[src/rtl/mrsi_pkg.sv]
// Package with shared types, constants and the arctangent table builder.
`timescale 1ns / 1ps
package mrsi_pkg;

	localparam int MAX_INTERVALS_DEF = 1024;
	localparam int CORDIC_STEPS = 30;
	localparam int STEP_W = 5;
	localparam int DIV_W = 64;
	localparam logic [63:0] TWO_PI_Q40 = 64'd6908435304715;
	localparam logic signed [34:0] PI_Q30 = 35'sd3373259426;
	localparam logic signed [34:0] HALF_PI_Q30 = 35'sd1686629713;
	localparam logic signed [34:0] TWO_PI_Q30 = 35'sd6746518852;
	localparam logic signed [33:0] CORDIC_GAIN_Q30 = 34'sd652032874;
	localparam longint QUARTER_PI_Q30 = 64'sd843314857;

	localparam logic [3:0] OP_NONE = 4'd0;
	localparam logic [3:0] OP_LOAD = 4'd1;
	localparam logic [3:0] OP_DIV_OFF = 4'd2;
	localparam logic [3:0] OP_MID = 4'd3;
	localparam logic [3:0] OP_MOD_EST = 4'd4;
	localparam logic [3:0] OP_FOLD = 4'd5;
	localparam logic [3:0] OP_CORDIC = 4'd6;
	localparam logic [3:0] OP_DIV_SINC = 4'd7;
	localparam logic [3:0] OP_ACC = 4'd8;
	localparam logic [3:0] OP_ACC_ONE = 4'd9;
	localparam logic [3:0] OP_DIV_AVG = 4'd10;
	localparam logic [3:0] OP_MUL = 4'd11;
	localparam logic [3:0] OP_RES = 4'd12;
	localparam logic [3:0] OP_MOD_SUB = 4'd13;
	localparam logic [3:0] OP_MOD_FIX = 4'd14;

	typedef struct packed {
		logic [3:0] op;
	} mrsi_cmd_t;

	typedef struct packed {
		logic div_done;
		logic mid_zero;
		logic idx_last;
		logic iter_last;
		logic out_free;
	} mrsi_sts_t;

	// Bitwise long division, used only while building constants.
	function automatic longint long_div(input longint num, input longint den);
		longint rem;
		longint quo;
		rem = 0;
		quo = 0;
		for (int b = 62; b >= 0; b--) begin
			rem = (rem << 1) | ((num >> b) & 64'sd1);
			quo = quo << 1;
			if (rem >= den) begin
				rem = rem - den;
				quo = quo | 64'sd1;
			end
		end
		return quo;
	endfunction

	// Arctangent of 2^-i in Q.30 from a Q.60 series sum.
	function automatic longint atan_entry(input int i);
		longint acc;
		longint term;
		logic neg;
		int sh;
		acc = 0;
		neg = 1'b0;
		if (i == 0) begin
			return QUARTER_PI_Q30;
		end
		for (int k = 1; k <= 61; k += 2) begin
			sh = 60 - i * k;
			if (sh >= 0) begin
				term = long_div(64'sd1 << sh, longint'(k));
				acc = neg ? acc - term : acc + term;
				neg = !neg;
			end
		end
		return (acc + (64'sd1 <<< 29)) >>> 30;
	endfunction

endpackage

[src/rtl/mrsi_ctrl.sv]
// Controller state machine sequencing the datapath for one input word.
`timescale 1ns / 1ps
module mrsi_ctrl (
	input  logic                clk,
	input  logic                arst_n,
	input  logic                s_tvalid,
	output logic                s_tready,
	input  mrsi_pkg::mrsi_sts_t sts,
	output mrsi_pkg::mrsi_cmd_t cmd
);
	localparam logic [3:0] S_IDLE = 4'd0;
	localparam logic [3:0] S_OFF = 4'd1;
	localparam logic [3:0] S_OFF_W = 4'd2;
	localparam logic [3:0] S_MID = 4'd3;
	localparam logic [3:0] S_CHK = 4'd4;
	localparam logic [3:0] S_MOD_SUB = 4'd5;
	localparam logic [3:0] S_FOLD = 4'd6;
	localparam logic [3:0] S_COR = 4'd7;
	localparam logic [3:0] S_SINC = 4'd8;
	localparam logic [3:0] S_SINC_W = 4'd9;
	localparam logic [3:0] S_ACC = 4'd10;
	localparam logic [3:0] S_AVG = 4'd11;
	localparam logic [3:0] S_AVG_W = 4'd12;
	localparam logic [3:0] S_MUL = 4'd13;
	localparam logic [3:0] S_RES = 4'd14;
	localparam logic [3:0] S_MOD_FIX = 4'd15;

	logic [3:0] state_q;
	logic [3:0] state_d;

	assign s_tready = (state_q == S_IDLE);

	always_comb begin
		state_d = state_q;
		cmd.op = mrsi_pkg::OP_NONE;
		unique case (state_q)
			S_IDLE: begin
				if (s_tvalid) begin
					cmd.op = mrsi_pkg::OP_LOAD;
					state_d = S_OFF;
				end
			end
			S_OFF: begin
				cmd.op = mrsi_pkg::OP_DIV_OFF;
				state_d = S_OFF_W;
			end
			S_OFF_W: begin
				if (sts.div_done) begin
					state_d = S_MID;
				end
			end
			S_MID: begin
				cmd.op = mrsi_pkg::OP_MID;
				state_d = S_CHK;
			end
			S_CHK: begin
				if (sts.mid_zero) begin
					cmd.op = mrsi_pkg::OP_ACC_ONE;
					state_d = sts.idx_last ? S_AVG : S_OFF;
				end else begin
					cmd.op = mrsi_pkg::OP_MOD_EST;
					state_d = S_MOD_SUB;
				end
			end
			S_MOD_SUB: begin
				cmd.op = mrsi_pkg::OP_MOD_SUB;
				state_d = S_MOD_FIX;
			end
			S_MOD_FIX: begin
				cmd.op = mrsi_pkg::OP_MOD_FIX;
				state_d = S_FOLD;
			end
			S_FOLD: begin
				cmd.op = mrsi_pkg::OP_FOLD;
				state_d = S_COR;
			end
			S_COR: begin
				cmd.op = mrsi_pkg::OP_CORDIC;
				if (sts.iter_last) begin
					state_d = S_SINC;
				end
			end
			S_SINC: begin
				cmd.op = mrsi_pkg::OP_DIV_SINC;
				state_d = S_SINC_W;
			end
			S_SINC_W: begin
				if (sts.div_done) begin
					state_d = S_ACC;
				end
			end
			S_ACC: begin
				cmd.op = mrsi_pkg::OP_ACC;
				state_d = sts.idx_last ? S_AVG : S_OFF;
			end
			S_AVG: begin
				cmd.op = mrsi_pkg::OP_DIV_AVG;
				state_d = S_AVG_W;
			end
			S_AVG_W: begin
				if (sts.div_done) begin
					state_d = S_MUL;
				end
			end
			S_MUL: begin
				cmd.op = mrsi_pkg::OP_MUL;
				state_d = S_RES;
			end
			S_RES: begin
				if (sts.out_free) begin
					cmd.op = mrsi_pkg::OP_RES;
					state_d = S_IDLE;
				end
			end
			default: begin
				state_d = S_IDLE;
			end
		endcase
	end

	always_ff @(posedge clk or negedge arst_n) begin
		if (!arst_n) begin
			state_q <= S_IDLE;
		end else begin
			state_q <= state_d;
		end
	end

	a_wait_div: assert property (@(posedge clk) disable iff (!arst_n)
		(state_q == S_OFF || state_q == S_SINC || state_q == S_AVG) |=> !sts.div_done)
		else $error("divider done seen before its result could be ready");
	a_cor_exit: assert property (@(posedge clk) disable iff (!arst_n)
		state_q == S_COR && !sts.iter_last |=> state_q == S_COR)
		else $error("CORDIC left before its last step");
	a_accept_idle: assert property (@(posedge clk) disable iff (!arst_n)
		s_tvalid && s_tready |=> state_q == S_OFF)
		else $error("accepted word did not start a run");

endmodule

[config.mk]
export PLATFORM = sky130hd
export DESIGN_NAME = mrsi_ctrl
export DESIGN_NICKNAME = d
export VERILOG_FILES = /design/src/rtl/mrsi_pkg.sv /design/src/rtl/mrsi_ctrl.sv
export SDC_FILE = /design/constraint.sdc
export NUM_CORES = 1
export LEC_CHECK = 0
export BUFFER_PORTS_ARGS = -buffer_cell sky130_fd_sc_hd__buf_4
export CAP_MARGIN = 10
export CORE_AREA = 3 3 40 42
export CTS_BUF_LIST = sky130_fd_sc_hd__clkbuf_4
export DETAILED_ROUTE_END_ITERATION = 12
export DIE_AREA = 0 0 43 45
export SLEW_MARGIN = 0
export SYNTH_ARGS = -nofsm -noshare
export SYNTH_HDL_FRONTEND = slang
export SYNTH_SLANG_ARGS = --single-unit
[constraint.sdc]
create_clock -name clk -period 1.92 [get_ports clk]
set_input_delay 0.384 -clock clk [delete_from_list [all_inputs] [get_ports clk]]
set_output_delay 0.384 -clock clk [all_outputs]
set_load 0.02 [all_outputs]
**Word level (Yosys, flattened, before mapping)**

Index checks and enable logic that the tools add are counted.
W data, S select, Z words.

- Register bits after elaboration: 4
- Input port bits: 8
- Output and inout bits: 5
- Word-level logic and storage cells: 37

- Equality and inequality tests: 21
- Mux-type cells: 13
- Reduce and logical (&&, ||, !) cells: 2

Operators by type and width:

| cell | count |
|---|---|
| $pmux W4 S16 | 1 |
| $pmux W4 S13 | 1 |
| $mux W4 | 10 |
| $eq A4 B4 Y1 const B | 8 |
| $eq A4 B3 Y1 const B | 4 |
| $ne A2 B2 Y1 const B | 6 |
| $eq A4 B2 Y1 const B | 2 |
| $reduce_and A6 Y1 | 1 |
| $eq A4 B1 Y1 const B | 1 |
| $logic_not A4 Y1 | 1 |
| $mux W1 | 1 |

**Logic depth before layout (Yosys ltp)**

- Word-level depth: 3
- Depth in mapped cells: 6
- Gate-level depth less buffers: 4

**Worst setup path after synthesis**

No wires, ideal clock.

- Path kind: reg2out
- From: register state_q[0]
- To: output s_tready
- Arrival time: 1.464 ns
- Data required time: 1.536 ns
- Setup slack: 0.072 ns
- Stages on the path, launching flop included: 4
- Buffers on the path: 2
- Path through: dfrtp_1 buf_6 clkbuf_1 nor4_1

- Cells in the longest elaborated chain, start to end: 1

RTL lines:

| element | RTL line | source |
|---|---|---|
| start, declared | mrsi_ctrl.sv:28 | `logic [3:0] state_q;` |
| start signal, assigned | mrsi_ctrl.sv:125 | `state_q <= state_d;` |
| $logic_not A4 Y1 | mrsi_ctrl.sv:31 | `assign s_tready = (state_q == S_IDLE);` |
| end, declared | mrsi_ctrl.sv:7 | `output logic s_tready,` |

Every way passes these cells.

==> results.yml <==
status:
  status: "complete, no violations"
cells_and_area:
  stdcell_area_um2: 698
  top_regs: "state_q x4"
  area_growth_pct: 36.8
  largest_reg_flops: 4
  top_register: "state_q"
  fin_util: 0.543
  n_antenna_cell: 0
  fillers: 130
  instances_no_fill: 98
  nets: 93
  drive_gt1_frac: 0.434
cts:
  ctsHtreeMaxLevel: 1
  cts_root_buffer: "clkbuf_4"
  clockBufferDepth: 2
  cts_tree: "yes"
  clk_pin_slew_ps: 40
  cts.sinks: 4
  cts_inserted_buffers: 3
  clock_latency_ps: 230
critical_path:
  crit_top_cell: "buf_4"
  slowest_stage: "dfrtp_2"
  crit_type: "flip-flop to output port"
  critical_path_arrival_ps: 1420
  critPathLaunchType: "flip-flop"
  cp_data_required_time_ps: 1540
  rr_worst_depth: 6
  crit_chain: "buf_4 > nor3_2 > nor2_1 > nor3_1 > buf_4"
  crit_fanout: 10
  end_kind: "output port"
  slowest_delay_ps: 430
synth:
  yosysSeqAreaShare: 0.196
  yosysWarnings: 0
  synth.distinct_cells: 34
  syn_nets: 72
  syn-cell-area_um2: 510
  yosys.area.top_type: "dfrtp_1"
  ys_top_cells_by_area: "dfrtp_1 (20%), mux2_2 (6.6%), a21oi_1 (5.9%)"
  syn_avg_cell_area_um2: 7.98
  synthCells: 64
  ys_seq_elements: 4
  synth_top_cell_area_share: 0.196
placed_design:
  finalWeightedCongestion: 0.791
  placed_cell_area_um2: 641
  dpl.cell_count: 92
  io_buffer_count: 12
  dp_hpwl_um: 938
global_route:
  gr-total-overflow: 0
  grt_antenna_before_repair: 0
  grt_pass1_vias: 480
  grt_max_degree: 17
  grt_pass1_wl_um: 2090
  track_usage: 0.145
route:
  drc: 0
  post_drt_wl_per_cell_um: 13.1
  routed_via_density: 5.65
  ant_nets: 0
  wirelength_um: 1290
  via_count: 554
  drt_iter0_drc: 17
  drt_pass1_iterations: 5
hold_path:
  hp-class: "primary input to asynchronous set/reset pin"
timing:
  slew_viol_final: 0
  min_period_ps: 1800
  relSlewSlack: 0.771
  rsz0062_at_grt: "no"
  post-route-period-util: 0.940
  setup_violations: 0
  max_freq_mhz: 554
  hold_viol: 0
  whs_ps: 480
  worst_pin_slew_ps: 343
  clock_skew_ps: 0.585
  finalSetupTns_ps: 0
floorplan:
  row_count: 13
  dieArea_um2: 1940
  die_w_um: 43
  coreArea_um2: 1280
  ios: 13
  initial_core_util: 0.397
  die_y_um: 45
flow_run:
  drv_cap: 0
pwr:
  power.density_nw_per_um2: 1980
  power_leakage_nw: 0.308
  peakVddDrop_v: 0.000901
routing by layer:
layer / wire length, µm / share of wire / up-vias / global-route usage
met2: 604 / 0.47 / 20 / 0.234
met3: 68 / 0.053 / 2 / 0.0279
li1: - / - / 279 / -
met4: 15 / 0.012 / 0 / 0.0904
met1: 600 / 0.47 / 253 / 0.180
met5: 0 / 0 / - / 0
synth_stat cells:
library cell  n
xor2_1        1
buf_2         3
a21boi_0      1
o32ai_1       1
o311ai_0      1
a21oi_1       6
buf_1         1
o21ai_0       2
a222oi_1      1
nand3b_1      2
nand2_1       3
nand3_1       1
nor3_1        2
clkbuf_1      1
clkbuf_2      1
mux2_2        3
buf_6         1
o211ai_2      1
mux2i_1       3
or3b_2        1
o31ai_1       1
a211o_1       1
nand2b_1      3
nor3b_1       2
nand4b_1      1
o311ai_4      1
a31oi_1       1
inv_1         3
nor2_1        7
o221ai_1      1
nor4_1        1
dfrtp_1       4
o31a_1        1
and3b_1       1
cells in the final DEF, fill, tap and decap left out, drive strengths merged, types with 3 or more instances in the layout:
cell type / netlist / layout
clkbuf: 2 / 3
nand2b: 3 / 3
buf: 5 / 22
a21oi: 6 / 6
dfrtp: 4 / 4
inv: 3 / 3
mux2i: 3 / 3
mux2: 3 / 3
nor2: 7 / 7
nand2: 3 / 3
path summary, 6_finish.rpt:
| path | startpoint | to | slack [ps] |
|---|---|---|---|
| worst max register to register | state_q[1]$_DFFE_PN0P_ | state_q[1]$_DFFE_PN0P_ | 160 |
| max in group asynchronous | arst_n | state_q[3]$_DFFE_PN0P_ | 1330 |
| worst min register to register | state_q[3]$_DFFE_PN0P_ | state_q[3]$_DFFE_PN0P_ | 670 |
| worst max-delay path | state_q[1]$_DFFE_PN0P_ | cmd[2] | 120 |
| worst min-delay path | arst_n | state_q[1]$_DFFE_PN0P_ | 480 |
| min in group clk | sts[4] | state_q[2]$_DFFE_PN0P_ | 550 |
through the flow:
step	setup WS [ps]	power, mW
after floorplan	72.1	0.917
after global placement	132	1.23
after detailed placement	238	1.22
after CTS	8.72	1.34
after global routing	7.54	1.51
final	116	1.38
layout make-up:
| cell class | count | area (µm²) | share of cell area |
|---|---|---|---|
| Timing Repair Buffer | 23 | 175 | 0.251 |
| Clock buffer | 3 | 22.5 | 0.0323 |
| Tap cell | 15 | 18.8 | 0.0269 |
| Multi-Input combinational cell | 50 | 365 | 0.523 |
| Sequential cell | 4 | 105 | 0.151 |
| Inverter | 3 | 11.3 | 0.0161 |
worst max-delay path, delay by kind of cell (launching register included):
kind / cells / cell delay [ps]
simple gates: 3 / 410
buf+inv: 2 / 350
flops: 1 / 430
power breakdown:
part / leakage, nW / total, mW / internal, mW / switching [mW]
Combinational: 0.251 / 1.02 / 0.524 / 0.495
Sequential: 0.0433 / 0.260 / 0.140 / 0.120
Clock: 0.0138 / 0.104 / 0.0699 / 0.0338
repair_timing:
item                                    4_1_cts  5_1_grt
gates resized for setup                       1        4
gates cloned                                  0        0
endpoints found under the setup margin        1        4
hold buffers                                  1        0
setup buffers                                 0        2
hold endpoints to repair                      4        0
cell families (layout without fill, tap and decap cells):
group,after synthesis,in the layout,synth area share
muxes,6,6,0.125
DFF,4,4,0.196
buffers and inverters,10,29,0.0980
xor gates and xnor gates,1,1,0.0172
and+or+nand+nor,24,24,0.262
AOI/OAI and AO/OA,19,19,0.302
No activity file was read; power rests on OpenSTA's default activity.
